[src/rtl/core/mqf_pkg.sv]
// ----------------------------------------------------------------------------
// mqf_pkg
// Shared types, codes and helpers of the MQTT control packet framer.
// ----------------------------------------------------------------------------
package mqf_pkg;

    localparam int MAX_SEGMENT_LEN = 127;
    localparam int LEN_W           = 7;
    localparam int NUM_SEG         = 5;
    localparam int SEG_W           = 3;
    localparam int ID_W            = 16;
    localparam int REM_W           = 10;
    localparam int Q_DEPTH         = 4;
    localparam int Q_AW            = $clog2(Q_DEPTH);
    localparam int PADDR_W         = 4;
    localparam int PDATA_W         = 32;

    localparam logic [2:0] CMD_CONNECT     = 3'd0;
    localparam logic [2:0] CMD_PUBLISH     = 3'd1;
    localparam logic [2:0] CMD_SUBSCRIBE   = 3'd2;
    localparam logic [2:0] CMD_UNSUBSCRIBE = 3'd3;
    localparam logic [2:0] CMD_PING        = 3'd4;
    localparam logic [2:0] CMD_DISCONNECT  = 3'd5;
    localparam logic [2:0] CMD_BODY        = 3'd6;

    localparam logic [1:0] REG_KEEP_ALIVE = 2'd0;
    localparam logic [1:0] REG_CONN_FLAGS = 2'd1;
    localparam logic [1:0] REG_SUB_QOS    = 2'd2;

    localparam logic [15:0] KEEP_ALIVE_RST = 16'hFFFF;
    localparam logic [7:0]  CONN_FLAGS_RST = 8'hCE;
    localparam logic [1:0]  SUB_QOS_RST    = 2'd1;
    localparam logic [1:0]  SUB_QOS_MAX    = 2'd2;
    localparam logic [ID_W-1:0] ID_FIRST   = 16'h0001;
    localparam logic [ID_W-1:0] ID_LAST    = 16'hFFFF;

    localparam logic [7:0] HDR_CONNECT     = 8'h10;
    localparam logic [7:0] HDR_PUB_Q0      = 8'h30;
    localparam logic [7:0] HDR_PUB_Q1      = 8'h32;
    localparam logic [7:0] HDR_SUBSCRIBE   = 8'h82;
    localparam logic [7:0] HDR_UNSUBSCRIBE = 8'hA2;
    localparam logic [7:0] HDR_PINGREQ     = 8'hC0;
    localparam logic [7:0] HDR_DISCONNECT  = 8'hE0;
    localparam logic [7:0] BYTE_ZERO       = 8'h00;
    localparam logic [7:0] PROTO_NAME_LEN  = 8'h04;
    localparam logic [7:0] PROTO_LEVEL     = 8'h04;
    localparam logic [7:0] CHAR_M          = 8'h4D;
    localparam logic [7:0] CHAR_Q          = 8'h51;
    localparam logic [7:0] CHAR_T          = 8'h54;

    localparam logic [REM_W-1:0] REM_CONNECT = 10'd20;
    localparam logic [REM_W-1:0] REM_PUBLISH = 10'd2;
    localparam logic [REM_W-1:0] REM_PUB_ID  = 10'd2;
    localparam logic [REM_W-1:0] REM_SUB     = 10'd5;
    localparam logic [REM_W-1:0] REM_UNSUB   = 10'd4;

    typedef logic [LEN_W-1:0] t_len;

    typedef enum logic [2:0] {
        HK_BODY    = 3'd0,
        HK_CONNECT = 3'd1,
        HK_PUB     = 3'd2,
        HK_SUBS    = 3'd3,
        HK_CTRL    = 3'd4
    } t_head;

    typedef struct packed {
        t_head                    head;
        logic [7:0]               first;
        logic [LEN_W-1:0]         rem;
        logic                     err;
        logic [ID_W-1:0]          id;
        t_len [NUM_SEG-1:0]       lens;
        logic [SEG_W-1:0]         pair_start;
        logic [SEG_W-1:0]         pair_cnt;
        logic                     emit_id;
        logic                     emit_qos;
        logic                     close;
    } t_job;

    typedef struct packed {
        logic [15:0] keep_alive;
        logic [7:0]  conn_flags;
        logic [1:0]  sub_qos;
    } t_cfg;

    function automatic t_len sat_len(input t_len l);
        return (l > LEN_W'(MAX_SEGMENT_LEN)) ? LEN_W'(MAX_SEGMENT_LEN) : l;
    endfunction

    function automatic logic [ID_W-1:0] next_id(input logic [ID_W-1:0] id);
        return (id == ID_LAST) ? ID_FIRST : id + ID_FIRST;
    endfunction

    function automatic logic [3:0] head_last(input t_head h);
        case (h)
            HK_BODY:    return 4'd0;
            HK_CONNECT: return 4'd13;
            HK_PUB:     return 4'd3;
            HK_SUBS:    return 4'd5;
            HK_CTRL:    return 4'd1;
            default:    return 4'd0;
        endcase
    endfunction

endpackage

[src/rtl/core/mqf_ifs.sv]
// ----------------------------------------------------------------------------
// mqf_ifs
// Request and result channels of the MQTT control packet framer.
// ----------------------------------------------------------------------------
interface mqf_req_if;
    logic                      valid;
    logic                      ready;
    logic [2:0]                command;
    logic [7:0]                data_byte;
    logic [mqf_pkg::LEN_W-1:0] len_a;
    logic [mqf_pkg::LEN_W-1:0] len_b;
    logic [mqf_pkg::LEN_W-1:0] len_c;
    logic [mqf_pkg::LEN_W-1:0] len_d;
    logic [mqf_pkg::LEN_W-1:0] len_e;
    logic                      qos_flag;

    modport source (
        output valid, command, data_byte, len_a, len_b, len_c, len_d, len_e, qos_flag,
        input  ready
    );
    modport sink (
        input  valid, command, data_byte, len_a, len_b, len_c, len_d, len_e, qos_flag,
        output ready
    );
endinterface

interface mqf_res_if;
    logic       valid;
    logic       ready;
    logic [7:0] out_byte;
    logic       packet_end;
    logic       length_error;

    modport source (
        output valid, out_byte, packet_end, length_error,
        input  ready
    );
    modport sink (
        input  valid, out_byte, packet_end, length_error,
        output ready
    );
endinterface

[src/rtl/core/mqf_front.sv]
// ----------------------------------------------------------------------------
// mqf_front
// Accepts requests, tracks the open packet and its segments, and turns each
// request that yields bytes into one byte-burst descriptor for the back end.
// ----------------------------------------------------------------------------
module mqf_front (
    input  logic              i_clk,
    input  logic              i_rst_n,
    mqf_req_if.sink           i_req,
    input  logic              i_full,
    output logic              o_push,
    output mqf_pkg::t_job     o_job
);

    typedef enum logic [5:0] {
        K_IDLE    = 6'b000001,
        K_CONNECT = 6'b000010,
        K_PUB0    = 6'b000100,
        K_PUB1    = 6'b001000,
        K_SUB     = 6'b010000,
        K_UNSUB   = 6'b100000
    } t_kind;

    t_kind                                   r_kind, n_kind, kind_a;
    logic [mqf_pkg::SEG_W-1:0]               r_seg, n_seg, seg_a, k_hit;
    mqf_pkg::t_len                           r_left, n_left, left_a;
    mqf_pkg::t_len [mqf_pkg::NUM_SEG-1:0]    r_pend, n_pend, lens_in;
    logic [mqf_pkg::ID_W-1:0]                r_packet_id, n_packet_id;
    logic [mqf_pkg::REM_W-1:0]               rem;
    logic                                    accept, found, emits, do_close;
    mqf_pkg::t_job                           job;

    assign i_req.ready = !i_full;
    assign accept      = i_req.valid && i_req.ready;

    always_comb begin
        lens_in[0] = mqf_pkg::sat_len(i_req.len_a);
        lens_in[1] = mqf_pkg::sat_len(i_req.len_b);
        lens_in[2] = mqf_pkg::sat_len(i_req.len_c);
        lens_in[3] = mqf_pkg::sat_len(i_req.len_d);
        lens_in[4] = mqf_pkg::sat_len(i_req.len_e);
    end

    always_comb begin
        n_pend      = r_pend;
        n_packet_id = r_packet_id;
        kind_a      = K_IDLE;
        seg_a       = '0;
        left_a      = '0;
        emits       = 1'b0;
        do_close    = 1'b0;
        rem         = '0;
        found       = 1'b0;
        k_hit       = '0;
        job         = '0;
        job.head    = mqf_pkg::HK_BODY;

        case (i_req.command)
            mqf_pkg::CMD_BODY: begin
                kind_a = r_kind;
                seg_a  = r_seg;
                left_a = r_left;
                if (r_kind != K_IDLE && r_left != '0) begin
                    emits     = 1'b1;
                    job.first = i_req.data_byte;
                    left_a    = r_left - 1'b1;
                end
            end
            mqf_pkg::CMD_CONNECT: begin
                n_pend    = lens_in;
                rem       = mqf_pkg::REM_CONNECT + mqf_pkg::REM_W'(lens_in[0])
                            + mqf_pkg::REM_W'(lens_in[1]) + mqf_pkg::REM_W'(lens_in[2])
                            + mqf_pkg::REM_W'(lens_in[3]) + mqf_pkg::REM_W'(lens_in[4]);
                emits     = 1'b1;
                job.head  = mqf_pkg::HK_CONNECT;
                job.first = mqf_pkg::HDR_CONNECT;
                kind_a    = K_CONNECT;
                left_a    = lens_in[0];
            end
            mqf_pkg::CMD_PUBLISH: begin
                n_pend[0] = lens_in[0];
                n_pend[1] = lens_in[1];
                rem       = mqf_pkg::REM_PUBLISH + mqf_pkg::REM_W'(lens_in[0])
                            + mqf_pkg::REM_W'(lens_in[1])
                            + (i_req.qos_flag ? mqf_pkg::REM_PUB_ID : '0);
                emits     = 1'b1;
                job.head  = mqf_pkg::HK_PUB;
                job.first = i_req.qos_flag ? mqf_pkg::HDR_PUB_Q1 : mqf_pkg::HDR_PUB_Q0;
                kind_a    = i_req.qos_flag ? K_PUB1 : K_PUB0;
                left_a    = lens_in[0];
            end
            mqf_pkg::CMD_SUBSCRIBE, mqf_pkg::CMD_UNSUBSCRIBE: begin
                n_pend[0]   = lens_in[0];
                emits       = 1'b1;
                job.head    = mqf_pkg::HK_SUBS;
                job.id      = r_packet_id;
                n_packet_id = mqf_pkg::next_id(r_packet_id);
                left_a      = lens_in[0];
                if (i_req.command == mqf_pkg::CMD_SUBSCRIBE) begin
                    rem       = mqf_pkg::REM_SUB + mqf_pkg::REM_W'(lens_in[0]);
                    job.first = mqf_pkg::HDR_SUBSCRIBE;
                    kind_a    = K_SUB;
                end else begin
                    rem       = mqf_pkg::REM_UNSUB + mqf_pkg::REM_W'(lens_in[0]);
                    job.first = mqf_pkg::HDR_UNSUBSCRIBE;
                    kind_a    = K_UNSUB;
                end
            end
            mqf_pkg::CMD_PING, mqf_pkg::CMD_DISCONNECT: begin
                emits     = 1'b1;
                do_close  = 1'b1;
                job.head  = mqf_pkg::HK_CTRL;
                job.first = (i_req.command == mqf_pkg::CMD_PING) ?
                            mqf_pkg::HDR_PINGREQ : mqf_pkg::HDR_DISCONNECT;
            end
            default: begin
                kind_a = r_kind;
                seg_a  = r_seg;
                left_a = r_left;
            end
        endcase

        job.rem  = rem[mqf_pkg::LEN_W-1:0];
        job.err  = |rem[mqf_pkg::REM_W-1:mqf_pkg::LEN_W];
        job.lens = n_pend;

        n_kind = kind_a;
        n_seg  = seg_a;
        n_left = left_a;

        // walk past empty segments
        if (kind_a != K_IDLE && left_a == '0) begin
            case (kind_a)
                K_CONNECT: begin
                    if (seg_a < mqf_pkg::SEG_W'(mqf_pkg::NUM_SEG - 1)) begin
                        for (int k = 1; k < mqf_pkg::NUM_SEG; k++) begin
                            if (!found && mqf_pkg::SEG_W'(k) > seg_a && n_pend[k] != '0) begin
                                found = 1'b1;
                                k_hit = mqf_pkg::SEG_W'(k);
                            end
                        end
                        job.pair_start = seg_a + 1'b1;
                        if (found) begin
                            job.pair_cnt = k_hit - seg_a;
                            n_seg        = k_hit;
                            n_left       = n_pend[k_hit];
                        end else begin
                            job.pair_cnt = mqf_pkg::SEG_W'(mqf_pkg::NUM_SEG - 1) - seg_a;
                            do_close     = 1'b1;
                        end
                    end else begin
                        do_close = 1'b1;
                    end
                end
                K_PUB0, K_PUB1: begin
                    if (seg_a == '0) begin
                        if (kind_a == K_PUB1) begin
                            job.emit_id = 1'b1;
                            job.id      = r_packet_id;
                            n_packet_id = mqf_pkg::next_id(r_packet_id);
                        end
                        if (n_pend[1] != '0) begin
                            n_seg  = mqf_pkg::SEG_W'(1);
                            n_left = n_pend[1];
                        end else begin
                            do_close = 1'b1;
                        end
                    end else begin
                        do_close = 1'b1;
                    end
                end
                K_SUB: begin
                    job.emit_qos = 1'b1;
                    do_close     = 1'b1;
                end
                default: begin
                    do_close = 1'b1;
                end
            endcase
        end

        if (do_close) begin
            n_kind = K_IDLE;
            n_seg  = '0;
            n_left = '0;
        end
        job.close = do_close;
    end

    assign o_push = accept && emits;
    assign o_job  = job;

    always_ff @(posedge i_clk) begin
        if (!i_rst_n) begin
            r_kind      <= K_IDLE;
            r_seg       <= '0;
            r_left      <= '0;
            r_packet_id <= mqf_pkg::ID_FIRST;
        end else if (accept) begin
            r_kind      <= n_kind;
            r_seg       <= n_seg;
            r_left      <= n_left;
            r_packet_id <= n_packet_id;
        end
    end

    always_ff @(posedge i_clk) begin
        if (accept) begin
            r_pend <= n_pend;
        end
    end

    a_id_nonzero: assert property (@(posedge i_clk) disable iff (!i_rst_n)
        r_packet_id != '0)
        else $error("packet identifier reached zero");

    a_idle_clear: assert property (@(posedge i_clk) disable iff (!i_rst_n)
        r_kind == K_IDLE |-> r_left == '0 && r_seg == '0)
        else $error("idle framer holds segment state");

endmodule

[src/rtl/core/mqf_queue.sv]
// ----------------------------------------------------------------------------
// mqf_queue
// Short descriptor queue between the front and the back end.
// ----------------------------------------------------------------------------
module mqf_queue (
    input  logic          i_clk,
    input  logic          i_rst_n,
    input  logic          i_push,
    input  mqf_pkg::t_job i_job,
    input  logic          i_pop,
    output logic          o_full,
    output logic          o_valid,
    output mqf_pkg::t_job o_job
);

    mqf_pkg::t_job             r_mem [mqf_pkg::Q_DEPTH];
    logic [mqf_pkg::Q_AW-1:0]  r_wp, r_rp;
    logic [mqf_pkg::Q_AW:0]    r_cnt;

    assign o_full  = (r_cnt == (mqf_pkg::Q_AW + 1)'(mqf_pkg::Q_DEPTH));
    assign o_valid = (r_cnt != '0);
    assign o_job   = r_mem[r_rp];

    always_ff @(posedge i_clk) begin
        if (!i_rst_n) begin
            r_wp  <= '0;
            r_rp  <= '0;
            r_cnt <= '0;
        end else begin
            if (i_push) begin
                r_wp <= r_wp + 1'b1;
            end
            if (i_pop) begin
                r_rp <= r_rp + 1'b1;
            end
            case ({i_push, i_pop})
                2'b10:   r_cnt <= r_cnt + 1'b1;
                2'b01:   r_cnt <= r_cnt - 1'b1;
                default: r_cnt <= r_cnt;
            endcase
        end
    end

    always_ff @(posedge i_clk) begin
        if (i_push) begin
            r_mem[r_wp] <= i_job;
        end
    end

    a_no_overflow: assert property (@(posedge i_clk) disable iff (!i_rst_n)
        i_push |-> !o_full || i_pop)
        else $error("push into full queue");

    a_no_underflow: assert property (@(posedge i_clk) disable iff (!i_rst_n)
        i_pop |-> o_valid)
        else $error("pop from empty queue");

endmodule

[src/rtl/core/mqf_back.sv]
// ----------------------------------------------------------------------------
// mqf_back
// Expands queued descriptors into packet bytes, one per cycle while the
// output is not stalled, into an output register.
// ----------------------------------------------------------------------------
module mqf_back (
    input  logic          i_clk,
    input  logic          i_rst_n,
    input  mqf_pkg::t_cfg i_cfg,
    input  logic          i_valid,
    input  mqf_pkg::t_job i_job,
    output logic          o_pop,
    mqf_res_if.source     o_res
);

    typedef enum logic [3:0] {
        PH_HEAD = 4'b0001,
        PH_PAIR = 4'b0010,
        PH_ID   = 4'b0100,
        PH_QOS  = 4'b1000
    } t_phase;

    t_phase                    r_phase, nxt_phase;
    logic [3:0]                r_idx;
    logic                      r_out_valid, r_out_end, r_out_err;
    logic [7:0]                r_out_byte;
    logic [7:0]                cur_byte, qos_byte;
    logic                      cur_err, last_in_phase, has_next, done, adv;
    logic [mqf_pkg::SEG_W-1:0] pair_k;
    mqf_pkg::t_job             j;

    assign j        = i_job;
    assign adv      = !r_out_valid || o_res.ready;
    assign pair_k   = j.pair_start + mqf_pkg::SEG_W'(r_idx[3:1]);
    assign qos_byte = (i_cfg.sub_qos > mqf_pkg::SUB_QOS_MAX) ?
                      8'(mqf_pkg::SUB_QOS_MAX) : 8'(i_cfg.sub_qos);

    always_comb begin
        cur_byte      = mqf_pkg::BYTE_ZERO;
        cur_err       = 1'b0;
        last_in_phase = 1'b1;
        case (r_phase)
            PH_HEAD: begin
                last_in_phase = (r_idx == mqf_pkg::head_last(j.head));
                if (r_idx == 4'd0) begin
                    cur_byte = j.first;
                end else if (r_idx == 4'd1 && j.head != mqf_pkg::HK_CTRL) begin
                    cur_byte = 8'(j.rem);
                    cur_err  = j.err;
                end else begin
                    case (j.head)
                        mqf_pkg::HK_CONNECT: begin
                            case (r_idx)
                                4'd3:    cur_byte = mqf_pkg::PROTO_NAME_LEN;
                                4'd4:    cur_byte = mqf_pkg::CHAR_M;
                                4'd5:    cur_byte = mqf_pkg::CHAR_Q;
                                4'd6:    cur_byte = mqf_pkg::CHAR_T;
                                4'd7:    cur_byte = mqf_pkg::CHAR_T;
                                4'd8:    cur_byte = mqf_pkg::PROTO_LEVEL;
                                4'd9:    cur_byte = i_cfg.conn_flags;
                                4'd10:   cur_byte = i_cfg.keep_alive[15:8];
                                4'd11:   cur_byte = i_cfg.keep_alive[7:0];
                                4'd13:   cur_byte = 8'(j.lens[0]);
                                default: cur_byte = mqf_pkg::BYTE_ZERO;
                            endcase
                        end
                        mqf_pkg::HK_PUB: begin
                            cur_byte = (r_idx == 4'd3) ? 8'(j.lens[0]) : mqf_pkg::BYTE_ZERO;
                        end
                        mqf_pkg::HK_SUBS: begin
                            case (r_idx)
                                4'd2:    cur_byte = j.id[15:8];
                                4'd3:    cur_byte = j.id[7:0];
                                4'd5:    cur_byte = 8'(j.lens[0]);
                                default: cur_byte = mqf_pkg::BYTE_ZERO;
                            endcase
                        end
                        default: cur_byte = mqf_pkg::BYTE_ZERO;
                    endcase
                end
            end
            PH_PAIR: begin
                last_in_phase = (r_idx == {j.pair_cnt, 1'b0} - 4'd1);
                if (r_idx[0] && pair_k < mqf_pkg::SEG_W'(mqf_pkg::NUM_SEG)) begin
                    cur_byte = 8'(j.lens[pair_k]);
                end
            end
            PH_ID: begin
                last_in_phase = r_idx[0];
                cur_byte      = r_idx[0] ? j.id[7:0] : j.id[15:8];
            end
            PH_QOS: begin
                cur_byte = qos_byte;
            end
            default: begin
                last_in_phase = 1'b1;
            end
        endcase
    end

    always_comb begin
        nxt_phase = PH_QOS;
        has_next  = 1'b0;
        case (r_phase)
            PH_HEAD: begin
                if (j.pair_cnt != '0) begin
                    nxt_phase = PH_PAIR;
                    has_next  = 1'b1;
                end else if (j.emit_id) begin
                    nxt_phase = PH_ID;
                    has_next  = 1'b1;
                end else if (j.emit_qos) begin
                    nxt_phase = PH_QOS;
                    has_next  = 1'b1;
                end
            end
            PH_PAIR: begin
                if (j.emit_id) begin
                    nxt_phase = PH_ID;
                    has_next  = 1'b1;
                end else if (j.emit_qos) begin
                    nxt_phase = PH_QOS;
                    has_next  = 1'b1;
                end
            end
            PH_ID: begin
                if (j.emit_qos) begin
                    nxt_phase = PH_QOS;
                    has_next  = 1'b1;
                end
            end
            default: begin
                has_next = 1'b0;
            end
        endcase
    end

    assign done  = last_in_phase && !has_next;
    assign o_pop = adv && i_valid && done;

    always_ff @(posedge i_clk) begin
        if (!i_rst_n) begin
            r_phase     <= PH_HEAD;
            r_idx       <= '0;
            r_out_valid <= 1'b0;
        end else if (adv) begin
            r_out_valid <= i_valid;
            if (i_valid) begin
                if (done) begin
                    r_phase <= PH_HEAD;
                    r_idx   <= '0;
                end else if (last_in_phase) begin
                    r_phase <= nxt_phase;
                    r_idx   <= '0;
                end else begin
                    r_idx <= r_idx + 1'b1;
                end
            end
        end
    end

    always_ff @(posedge i_clk) begin
        if (adv && i_valid) begin
            r_out_byte <= cur_byte;
            r_out_end  <= done && j.close;
            r_out_err  <= cur_err;
        end
    end

    assign o_res.valid        = r_out_valid;
    assign o_res.out_byte     = r_out_byte;
    assign o_res.packet_end   = r_out_end;
    assign o_res.length_error = r_out_err;

    a_end_not_err: assert property (@(posedge i_clk) disable iff (!i_rst_n)
        r_out_valid |-> !(r_out_end && r_out_err))
        else $error("length error flagged on closing byte");

    a_pair_nonempty: assert property (@(posedge i_clk) disable iff (!i_rst_n)
        i_valid && r_phase == PH_PAIR |-> j.pair_cnt != '0)
        else $error("prefix phase entered with no prefixes");

endmodule

[src/rtl/core/mqtt_control_packet_framer.sv]
// ----------------------------------------------------------------------------
// mqtt_control_packet_framer
// MQTT 3.1.1 control packet framer: start and body requests in, packet
// bytes out, with an APB register port for keep alive, flags and QoS.
// ----------------------------------------------------------------------------
// The request channel takes one request per cycle while the four-entry
// descriptor queue has room. A body request produces one byte and, at the end
// of a segment, the following length prefixes, packet identifier or QoS byte;
// a start request produces a burst of 2 to 22 bytes. The output stage sends
// one byte per cycle while the receiver is ready, so an unstalled stream of
// body bytes runs at one byte per cycle, and after a start burst the request
// side stalls once the queue has filled until the output catches up.
// Registers should be written only while no packet bytes are in flight.
module mqtt_control_packet_framer (
    input  logic                          i_clk,
    input  logic                          i_rst_n,
    mqf_req_if.sink                       i_req,
    mqf_res_if.source                     o_res,
    input  logic                          psel,
    input  logic                          penable,
    input  logic                          pwrite,
    input  logic [mqf_pkg::PADDR_W-1:0]   paddr,
    input  logic [mqf_pkg::PDATA_W-1:0]   pwdata,
    output logic [mqf_pkg::PDATA_W-1:0]   prdata,
    output logic                          pready
);

    mqf_pkg::t_cfg r_cfg;
    mqf_pkg::t_job push_job, head_job;
    logic          push, pop, q_full, q_valid, cfg_wr;

    assign pready = 1'b1;
    assign cfg_wr = psel && penable && pwrite && pready;

    always_ff @(posedge i_clk) begin
        if (!i_rst_n) begin
            r_cfg.keep_alive <= mqf_pkg::KEEP_ALIVE_RST;
            r_cfg.conn_flags <= mqf_pkg::CONN_FLAGS_RST;
            r_cfg.sub_qos    <= mqf_pkg::SUB_QOS_RST;
        end else if (cfg_wr) begin
            case (paddr[3:2])
                mqf_pkg::REG_KEEP_ALIVE: r_cfg.keep_alive <= pwdata[15:0];
                mqf_pkg::REG_CONN_FLAGS: r_cfg.conn_flags <= pwdata[7:0];
                mqf_pkg::REG_SUB_QOS:    r_cfg.sub_qos    <= pwdata[1:0];
                default:                 r_cfg            <= r_cfg;
            endcase
        end
    end

    always_comb begin
        case (paddr[3:2])
            mqf_pkg::REG_KEEP_ALIVE: prdata = mqf_pkg::PDATA_W'(r_cfg.keep_alive);
            mqf_pkg::REG_CONN_FLAGS: prdata = mqf_pkg::PDATA_W'(r_cfg.conn_flags);
            mqf_pkg::REG_SUB_QOS:    prdata = mqf_pkg::PDATA_W'(r_cfg.sub_qos);
            default:                 prdata = '0;
        endcase
    end

    mqf_front u_front (
        .i_clk   (i_clk),
        .i_rst_n (i_rst_n),
        .i_req   (i_req),
        .i_full  (q_full),
        .o_push  (push),
        .o_job   (push_job)
    );

    mqf_queue u_queue (
        .i_clk   (i_clk),
        .i_rst_n (i_rst_n),
        .i_push  (push),
        .i_job   (push_job),
        .i_pop   (pop),
        .o_full  (q_full),
        .o_valid (q_valid),
        .o_job   (head_job)
    );

    mqf_back u_back (
        .i_clk   (i_clk),
        .i_rst_n (i_rst_n),
        .i_cfg   (r_cfg),
        .i_valid (q_valid),
        .i_job   (head_job),
        .o_pop   (pop),
        .o_res   (o_res)
    );

endmodule

[src/flat_wrapper.sv]
// flat-port wrapper written by rule: the top's interface ports become plain ports
module mqtt_control_packet_framer_flat 
  (i_clk, i_rst_n, psel, penable, pwrite, paddr, pwdata, prdata, pready, i_req_valid, i_req_command, i_req_data_byte, i_req_len_a, i_req_len_b, i_req_len_c, i_req_len_d, i_req_len_e, i_req_qos_flag, i_req_ready, o_res_valid, o_res_out_byte, o_res_packet_end, o_res_length_error, o_res_ready);
  mqf_req_if i_req_i ();
  mqf_res_if o_res_i ();
  input  logic i_clk;
  input  logic i_rst_n;
  input  logic psel;
  input  logic penable;
  input  logic pwrite;
  input  logic [mqf_pkg::PADDR_W-1:0] paddr;
  input  logic [mqf_pkg::PDATA_W-1:0] pwdata;
  output logic [mqf_pkg::PDATA_W-1:0] prdata;
  output logic pready;
  input wire logic [$bits(i_req_i.valid)-1:0] i_req_valid;
  input wire logic [$bits(i_req_i.command)-1:0] i_req_command;
  input wire logic [$bits(i_req_i.data_byte)-1:0] i_req_data_byte;
  input wire logic [$bits(i_req_i.len_a)-1:0] i_req_len_a;
  input wire logic [$bits(i_req_i.len_b)-1:0] i_req_len_b;
  input wire logic [$bits(i_req_i.len_c)-1:0] i_req_len_c;
  input wire logic [$bits(i_req_i.len_d)-1:0] i_req_len_d;
  input wire logic [$bits(i_req_i.len_e)-1:0] i_req_len_e;
  input wire logic [$bits(i_req_i.qos_flag)-1:0] i_req_qos_flag;
  output wire logic [$bits(i_req_i.ready)-1:0] i_req_ready;
  output wire logic [$bits(o_res_i.valid)-1:0] o_res_valid;
  output wire logic [$bits(o_res_i.out_byte)-1:0] o_res_out_byte;
  output wire logic [$bits(o_res_i.packet_end)-1:0] o_res_packet_end;
  output wire logic [$bits(o_res_i.length_error)-1:0] o_res_length_error;
  input wire logic [$bits(o_res_i.ready)-1:0] o_res_ready;
  assign i_req_i.valid = i_req_valid;
  assign i_req_i.command = i_req_command;
  assign i_req_i.data_byte = i_req_data_byte;
  assign i_req_i.len_a = i_req_len_a;
  assign i_req_i.len_b = i_req_len_b;
  assign i_req_i.len_c = i_req_len_c;
  assign i_req_i.len_d = i_req_len_d;
  assign i_req_i.len_e = i_req_len_e;
  assign i_req_i.qos_flag = i_req_qos_flag;
  assign i_req_ready = i_req_i.ready;
  assign o_res_valid = o_res_i.valid;
  assign o_res_out_byte = o_res_i.out_byte;
  assign o_res_packet_end = o_res_i.packet_end;
  assign o_res_length_error = o_res_i.length_error;
  assign o_res_i.ready = o_res_ready;
  mqtt_control_packet_framer u_core (.i_clk(i_clk), .i_rst_n(i_rst_n), .i_req(i_req_i), .o_res(o_res_i), .psel(psel), .penable(penable), .pwrite(pwrite), .paddr(paddr), .pwdata(pwdata), .prdata(prdata), .pready(pready));
endmodule
[config.mk]
export PLATFORM = sky130hd
export DESIGN_NAME = mqtt_control_packet_framer_flat
export DESIGN_NICKNAME = d
export VERILOG_FILES = /design/src/rtl/core/mqf_pkg.sv /design/src/rtl/core/mqf_ifs.sv /design/src/rtl/core/mqf_front.sv /design/src/rtl/core/mqf_queue.sv /design/src/rtl/core/mqf_back.sv /design/src/rtl/core/mqtt_control_packet_framer.sv /design/src/flat_wrapper.sv
export SDC_FILE = /design/constraint.sdc
export NUM_CORES = 1
export LEC_CHECK = 0
export BUFFER_PORTS_ARGS = -buffer_cell sky130_fd_sc_hd__buf_2
export CELL_PAD_IN_SITES_DETAIL_PLACEMENT = 0
export CELL_PAD_IN_SITES_GLOBAL_PLACEMENT = 1
export CORE_MARGIN = 2
export CORE_UTILIZATION = 51
export DETAILED_ROUTE_END_ITERATION = 16
export PLACE_DENSITY_LB_ADDON = 0.1
export SETUP_SLACK_MARGIN = 0.02
export SKIP_LAST_GASP = 1
export SLEW_MARGIN = 20
export SYNTH_ARGS = -nofsm -noshare
export SYNTH_HDL_FRONTEND = slang
export SYNTH_HIERARCHICAL = 1
export SYNTH_SLANG_ARGS = --single-unit
[constraint.sdc]
create_clock -name i_clk -period 4.7 [get_ports i_clk]
set_clock_uncertainty 0.05 [all_clocks]
set_input_delay 0.235 -clock i_clk [delete_from_list [all_inputs] [get_ports i_clk]]
set_output_delay 0.235 -clock i_clk [all_outputs]
set_load 0.02 [all_outputs]
; Yosys cells after proc, flatten, opt, wreduce, memory -nomap -nowiden
; Memories as Yosys holds them, arrays and structs flattened. A register that Yosys moved wholly into a read port is not among the register bits.
; Index checks and enable logic that the tools add are counted.
[totals]
elab_cells = 279
mem_count = 1
regBits = 119
out_inout_bits = 45
mem_bits_rw = 316
[mem_list]
columns = name, depth, width, read_ports, rd_clocked_by_memory_dff, write_ports, line_no
row1 = u_core.u_queue.r_mem, 4, 79, 1, 1, 1, mqf_queue.sv:16  ; mqf_pkg::t_job r_mem [mqf_pkg::Q_DEPTH];
[classes]
n_reduce_logical = 55
n_addsub = 22
bitwise = 2
mux = 123
n_eq_ne = 41
n_lt_le_gt_ge = 14
[ops]
columns = operator, count
row1 = $mux W16, 11
row2 = $mux W7, 18
row3 = $pmux W8 S8, 1
row4 = $mux W8, 6
row5 = $pmux W16 S3, 1
row6 = $pmux W8 S3, 2
row7 = $bmux W7 S3, 2
row8 = $mux W3, 14
row9 = $pmux W8 S5, 1
row10 = $mux W6, 6
row11 = $gt A7 B7 Y1 const B, 5
row12 = $reduce_bool A7 Y1, 5
row13 = $mux W1, 33
row14 = $mux W4, 8
row15 = $pmux W8 S4, 1
row16 = $pmux W10 S3, 1
row17 = $eq A4 B4 Y1 const B, 6
row18 = $pmux W6 S4, 1
row19 = $mux W21, 1
row20 = $pmux W7 S3, 1
row21 = $add A10 B7 Y10, 2
row22 = $eq A4 B3 Y1 const B, 5
row23 = $logic_and A1 B1 Y1, 19
row24 = $add A8 B7 Y9, 2
row25 = 59 further kinds, 105

; Depth between registers and ports, before layout
; Gate-level depths: netlist (run 1).
[depth]
depth_word = 37
depth_mapped = 17
mapped_depth_nobuf = 17

; Hierarchy
; The synthesis (run 1) kept the hierarchy.
[by_module_without_submodules]
columns = mod, instances, cells_per_inst, seq_area_each_um2, area_per_inst_um2
row1 = mqf_queue, 1, 455, 9669.3, 11825.1
row2 = mqf_front, 1, 767, 1691.6, 6234.7
row3 = mqf_back, 1, 271, 480.5, 2265.9
row4 = mqtt_control_packet_framer, 1, 175, 520.5, 1472.7

; Worst setup path after synthesis (run 1)
; No wires, ideal clock.
[synth_timing]
path_type = register -> register
start = register u_core.u_front.r_left[0]
end = memory u_core/u_queue/r_mem[0][0] in the netlist's numbering, enable pin
path_slack_ns = 0.649
setup_ns = 0.446
synth_period_minus_slack_ns = 4.051
required_time_ns = 4.204
path_stages_with_launch = 8
t_arrival_ns = 3.556
path_cell_list = dfxtp_1 inv_1 ha_1 nor4b_2 a221oi_1 nor2_1 nor2_1 and2_1
[synth_between]
elab_chain_cells = 7
[synth_rtl]
columns = item, line_no
row1 = start: declaration, mqf_front.sv:26  ; mqf_pkg::t_len r_left, n_left, left_a;
row2 = start signal: assignment, mqf_front.sv:202  ; r_left <= n_left;
row3 = $reduce_bool A7 Y1, mqf_front.sv:63  ; if (r_kind != K_IDLE && r_left != '0) begin
row4 = $logic_and A1 B1 Y1, mqf_front.sv:63
row5 = $mux W1, mqf_front.sv:63
row6 = $pmux W1 S2, mqf_front.sv:58  ; case (i_req.command)
row7 = $logic_and A1 B1 Y1, mqf_front.sv:190  ; assign o_push = accept && emits;
row8 = via u_core.push, mqtt_control_packet_framer.sv:30  ; logic push, pop, q_full, q_valid, cfg_wr;
row9 = $mux W1, mqf_queue.sv:45  ; if (i_push) begin
row10 = $mux W1 (implied by the code), mqf_queue.sv:46  ; r_mem[r_wp] <= i_job;
row11 = end: declaration, mqf_queue.sv:16
; The timed path passes the listed nets, and every way through them passes these cells.

; Worst setup path after layout (run 1)
[layout_timing]
start = register u_core.u_front.r_left[0]
end = register u_core/u_queue/r_cnt[2] in the netlist's numbering
[layout_between]
elab_chain_cells = 7
[layout_rtl]
columns = item, line_no
row1 = $reduce_bool A7 Y1 *, mqf_front.sv:63
row2 = $logic_and A1 B1 Y1 *, mqf_front.sv:63
row3 = $mux W1 *, mqf_front.sv:63
row4 = $pmux W1 S2 *, mqf_front.sv:58
row5 = $logic_and A1 B1 Y1 *, mqf_front.sv:190
row6 = via u_core.push, mqtt_control_packet_framer.sv:30
row7 = $eq A2 B1 Y1 / $eq A2 B2 Y1 (equally long branches), mqf_queue.sv:36  ; case ({i_push, i_pop})
row8 = $pmux W3 S2 / $reduce_bool A2 Y1 (equally long branches), -
row9 = end signal: assignment, mqf_queue.sv:37  ; 2'b10: r_cnt <= r_cnt + 1'b1;
row10 = end signal: assignment, mqf_queue.sv:38  ; 2'b01: r_cnt <= r_cnt - 1'b1;
row11 = end signal: assignment, mqf_queue.sv:39  ; default: r_cnt <= r_cnt;
row12 = end: declaration, mqf_queue.sv:18  ; logic [mqf_pkg::Q_AW:0] r_cnt;
; Mark *: on every way through the listed nets, which the timed path passes. The rest lies on a longest branch.
; A chain may end at the register's enable or synchronous reset.

==> results of run 1 <==
-- synthesized netlist by cell type, types with 16 or more instances --
| master | count |
|---|---|
| nor3_1 | 33 |
| a211oi_1 | 16 |
| clkbuf_1 | 77 |
| o21ai_0 | 45 |
| and2_1 | 17 |
| nand2_1 | 113 |
| mux4_2 | 87 |
| buf_2 | 17 |
| mux2i_1 | 39 |
| nor2b_1 | 43 |
| a22oi_1 | 20 |
| nor2_1 | 70 |
| dfxtp_1 | 76 |
| inv_1 | 99 |
| xnor2_1 | 23 |
| fa_1 | 25 |
| o211ai_1 | 17 |
| nand3_1 | 42 |
| and3_1 | 20 |
| edfxtp_1 | 361 |
| buf_4 | 19 |
| nand2b_1 | 20 |
| ha_1 | 50 |
| a21oi_1 | 74 |
-- kinds of logic after synthesis --
group / synth area share (%)
buf+inv: 4.87
compound gates: 9.92
fa+ha+maj: 5.17
other cells: 0.0345
xor+xnor: 1.04
simple gates: 11.2
mux: 11.1
flops: 56.7
-- power by group --
part,switching (mW),internal (mW),leakage [nW]
logic,1.43,0.968,4.10
clock network,1.44,2.28,0.767
registers,0.143,4.54,3.92
-- sequential cells by signal (all words and copies together) (netlist names), named ones only --
signal                            count
u_core/u_queue/r_mem                316
u_core/u_front/r_pend                35
u_core/r_cfg                         26
u_core/u_front/r_packet_id           16
u_core/u_back/o_res.out_byte          8
u_core/u_front/r_left                 7
u_core/u_front/r_kind                 6
u_core/u_back/r_idx                   4
u_core/u_back/r_phase                 4
u_core/u_front/r_seg                  3
u_core/u_queue/r_cnt                  3
u_core/u_queue/r_rp                   2
u_core/u_queue/r_wp                   2
u_core/u_back/o_res.length_error      1
u_core/u_back/o_res.packet_end        1
u_core/u_back/o_res.valid             1
-- routing by layer --
metal	vias up	share of wire, %	routed length [um]
li1	6528	-	-
met1	7239	44	25100
met2	543	46	26200
met3	86	6.7	3800
met4	0	2.9	1640
met5	-	0	0
-- worst max path at each step --
stage	to	slack [ns]	cells past startpoint
after floorplan	u_core/u_queue/r_mem[0][0]	0.65	7
after global placement	u_core/u_queue/r_mem[0][60]	0.66	16
after detailed placement	u_core/u_queue/r_mem[0][60]	0.55	16
after CTS	u_core/u_queue/r_cnt[2]	0.69	13
after global routing	u_core/u_queue/r_cnt[2]	0.42	13
final	u_core/u_queue/r_cnt[2]	0.66	12
-- metrics by stage --
stage                     utilization [%]  hold slack [ns]  power [mW]  instances  instance area [um2]
after floorplan                         -            0.307        6.40       1683                21900
after global placement               54.3            0.409        7.12       2243                22800
after detailed placement             54.3            0.421        7.15       2243                22800
after CTS                            58.5           0.0125        10.9       2349                24600
after global routing                 58.5           0.0295        11.3       2349                24600
final                                58.6           0.0279        10.8       2352                24600
-- cell type report --
class,count,area (um2),share of cell area [%]
well taps,539,674,2.74
inverters,102,383,1.56
flip-flops and latches,437,12400,50.2
diodes,3,7.51,0.0305
repair buffers,174,1180,4.78
multi-input cells,1013,8450,34.3
clock inverters,24,294,1.19
clock buffers,60,1270,5.15
-- timing repair --
item,in CTS,in global routing
endpoints found under the hold margin,43,0
buffers inserted,0,0
hold buffers,22,0
==> results_dict.tcl, run 1 <==
set metrics [dict create \
    cts.sinks 437 \
    synth_edf_count 361 \
    max_freq_mhz 248 \
    synth_area_leaders "edfxtp_1, mux4_2, dfxtp_1" \
    fin_crit_ns 4.04 \
    fillers 3359 \
    cts-root-buf "clkbuf_16" \
    area_delta_synth_final_pct 12.9 \
    grt_max_degree 59 \
    worstPathCellList "inv_1 > ha_1 > nor4b_2 > a221oi_1 > nor2_1 > nor2_1 > inv_1 > ha_1 > fa_1 > xnor2_1 > or3_1 > a21boi_0" \
    holdPathStages 2 \
    grt_pass1_vias 13846 \
    rows 75 \
    syn-instance-count 1668 \
    drive_gt1_share_pct 19.2 \
    nNetsFinal 1939 \
    synth_top_area_share_pct 49.7 \
    ys_ff_latch 437 \
    htree_levels 2 \
    grt.busiest_layer "met2" \
    dr.pass1.iters 6 \
    gr-total-overflow 0 \
    worstReg2RegStart "u_core/u_front/r_left[0]" \
    crit_type "flop to flop" \
    mostFrequentLayoutCell "edfxtp_1" \
    core-area_um2 42000 \
    yosysTopAreaCell "edfxtp_1" \
    cts_buffers 46 \
    cpPeakStageDelay_ns 0.84 \
    port_buffers 99 \
    reg2reg_depth 12 \
    required_ns 5.14 \
    end_kind "flop" \
    hold_path_class "primary input to flop" \
    min_from "i_req_data_byte[4]" \
    path_delay_family "simple AND/OR/NAND/NOR gates" \
    rsz0062_at_grt "no" \
    synthesis.area_um2 21800 \
    regToRegEndpoint "u_core/u_queue/r_cnt[2]" \
    grt.total_usage_pct 25.8 \
    setup_tns_ns 0 \
    ys_types 95 \
    use_met1_pct 38.3 \
    grt_util_met3_pct 3.88 \
    ctsResizeCount 0 \
    dp_hpwl_mm 40.9 \
    p_per_area_nw_per_um2 439 \
    path_clk_slew_ns 0.06 \
    avgSynthCellArea_um2 13.1 \
    dieArea_um2 44400 \
    tritoncts "yes" \
    viasPerCell 6.12 \
    via_count 14396 \
    drc 0 \
    grt_pass1_wl_mm 85.4 \
    vdd_ir_drop_max_v 0.000316 \
    timing.final.crit_share_pct 85.9 \
    cpMaxStageDelayCell "a221oi_1" \
    synth-seq-area-share_pct 56.7 \
    finalWorstSetupSlack_ns 0.662 \
    cp.arrival_ns 4.48 \
    finalHoldViolCount 0 \
    routed_wl_mm 56.8 \
    die_y_um 211 \
    layout_common_cells "edfxtp_1, nand2_1, buf_2, inv_1, mux4_2" \
    holdPathEnd "u_core/u_queue/r_mem[2][72]" \
    postSynth.asyncResetShare_pct 0 \
    reg2reg_slack_ns 0.66 \
    worstMarginPinSlew_ns 1.14 \
    antenna_found_initial 2 \
    drt_iter0_markers 1541 \
    worstSetupStartpointType "flop" \
    path_buf_inv 2 \
    die_x_um 211 \
    clk_path_buf_depth 3 \
    globalplace.congestion 0.923 \
    met2_usage_pct 39.4 \
    status "completed" \
    preCtsSetupSlack_ns 0.555 \
    drt.antenna.violating_nets 0 \
    crit_start "u_core/u_front/r_left[0]" \
    setup_viol 0 \
    ioPinCount 135 \
    p_leak_nw 8.78 \
    routedWlPerCell_um 24.1 \
    cp_max_fo 7 \
    ys.flop_type "edfxtp_1" \
    initial_core_util_pct 51.9 \
    clk_latency_ns 0.57 \
    cap_violations 0 \
    slew_headroom_pct 23.5 \
    yosys_warnings 6 \
    slew_viol_final 0 \
]
Note: power is estimated with default switching activity, not from simulation.
==> run 2: changes to the inputs <==
REMOVE_ABC_BUFFERS = 1   (was unset)
==> results_dict.tcl, run 2 (synthesis results as in run 1) <==
set metrics [dict create \
    status "completed" \
    internal_power_mw 7.76 \
    layout_common_cells "edfxtp_1, nand2_1, buf_2, inv_1, mux4_2" \
    drive_gt1_share_pct 19.5 \
    ioPinCount 135 \
    grt_pass1_wl_mm 88.0 \
    setup_viol 0 \
    p_comb_share_pct 22.4 \
    routed_wl_mm 58.1 \
    gr-total-overflow 0 \
    p_per_area_nw_per_um2 439 \
    nNetsFinal 1945 \
    regMostFlops "u_core/u_queue/r_mem" \
    max_freq_mhz 245 \
    top_regs "u_core/u_queue/r_mem x316, u_core/u_front/r_pend x35, u_core/r_cfg x26" \
    cts-root-buf "clkbuf_16" \
    antenna_found_initial 0 \
    reg2reg_depth 12 \
    core-area_um2 42000 \
    die_y_um 211 \
    regToRegEndpoint "u_core/u_queue/r_cnt[2]" \
    area_delta_synth_final_pct 13.3 \
    worstMarginPinSlew_ns 1.11 \
    initial_core_util_pct 51.9 \
    drt_iter0_markers 1383 \
    dr.pass1.iters 6 \
    p_seq_share_pct 43.1 \
    final_area_um2 24700 \
    critical_path.endpoint "u_core/u_queue/r_cnt[2]" \
    clk_latency_ns 0.58 \
    crit_type "flop to flop" \
    viasPerCell 6.13 \
    clk_path_buf_depth 3 \
    largest_reg_flops 316 \
    slew_headroom_pct 24.9 \
    routedWlPerCell_um 24.7 \
    end_kind "flop" \
    slew_viol_final 0 \
    required_ns 5.15 \
    fin_crit_ns 4.08 \
    cp.arrival_ns 4.52 \
    via_count 14442 \
    vdd_ir_drop_max_v 0.000302 \
    hold_buffers 22 \
    p_leak_nw 8.81 \
    reg2reg_slack_ns 0.62 \
    tritoncts "yes" \
    ctsResizeCount 0 \
    mostFrequentLayoutCell "edfxtp_1" \
    dp_hpwl_mm 41.7 \
    htree_levels 2 \
    fin_util_pct 58.7 \
    rsz0062_at_grt "no" \
    rows 75 \
    n_antenna_cell 0 \
    drc 0 \
    cts_buffers 47 \
    fillers 3382 \
    p_switching_mw 3.07 \
    grt.total_usage_pct 26.7 \
    worstSetupStartpointType "flop" \
    clkPwrFrac_pct 34.5 \
    dieArea_um2 44400 \
    path_clk_slew_ns 0.07 \
    cts.sinks 437 \
    cap_violations 0 \
    drt.antenna.violating_nets 0 \
    finalHoldViolCount 0 \
    timing.final.crit_share_pct 86.8 \
    placed_cell_area_um2 22900 \
    grt_pass1_vias 14147 \
    hold_path_class "primary input to flop" \
    globalplace.congestion 0.925 \
    port_buffers 99 \
    die_x_um 211 \
    cp_max_fo 15 \
    sw_frac_of_total_pct 28.4 \
    grt_max_degree 51 \
    post_cts.repair.setup_buffers 0 \
]
## run 2: how the worst min path moves through the flow
| stage | slack [ns] | start | depth (start not counted) | to |
|---|---|---|---|---|
| floorplan | 0.25 | i_rst_n | 1 | u_core/r_cfg[14] |
| global placement | 0.41 | u_core/r_cfg[2] | 2 | u_core/r_cfg[2] |
| detailed placement | 0.42 | u_core/r_cfg[6] | 2 | u_core/r_cfg[6] |
| CTS | 0.01 | i_req_data_byte[6] | 2 | u_core/u_queue/r_mem[0][74] |
| global route | 0.04 | i_req_data_byte[1] | 2 | u_core/u_queue/r_mem[1][69] |
| finish | 0.02 | i_req_data_byte[6] | 2 | u_core/u_queue/r_mem[0][74] |
## run 2: power by group through the flow
stage | Combinational [mW] | Sequential (mW) | Clock, mW
4_1_cts | 2.43 | 4.67 | 3.81
5_1_grt | 2.63 | 4.70 | 3.96
3_5_place_dp | 2.40 | 4.75 | 0
6_report | 2.42 | 4.67 | 3.74
2_1_floorplan | 1.49 | 4.85 | 0
3_3_place_gp | 2.38 | 4.73 | 0
## run 2: layout make-up
cell class | instances | area [um2] | share of cell area [%]
sequential | 437 | 12400 | 50.1
multi-input combinational | 1013 | 8460 | 34.3
clock buffer | 63 | 1280 | 5.18
inverter | 102 | 383 | 1.55
timing repair buffer | 179 | 1250 | 5.07
clock inverter | 22 | 275 | 1.11
tap | 539 | 674 | 2.73
## run 2: per-layer routing
metal / wire length (um) / global-route usage, %
met5: 0 / 0
met4: 1370 / 8.11
met3: 3340 / 2.84
met2: 28000 / 43.3
met1: 25400 / 38.4
## run 2: critical path, stage by stage (launching register included)
cell and delay (ns):
dfxtp_4 0.52, mux4_2 0.67, or3_1 0.44, a211oi_2 0.23
a21oi_1 0.10, o41ai_4 0.58, nand2_4 0.14, nor2_1 0.27
ha_1 0.26, fa_1 0.20, xnor2_1 0.08, or3_1 0.30
a21boi_0 0.16
## run 2: per-stage QoR
stage | hold WS, ns | cells | total power [mW] | worst slack, ns | TNS (ns)
after detailed placement | 0.417 | 2248 | 7.15 | 0.539 | 0
after global routing | 0.0388 | 2355 | 11.3 | 0.349 | 0
after CTS | 0.0107 | 2355 | 10.9 | 0.578 | 0
after floorplan | 0.250 | 1552 | 6.34 | -1.91 | -28.64
final | 0.0213 | 2355 | 10.8 | 0.620 | 0
after global placement | 0.408 | 2248 | 7.12 | 0.623 | 0
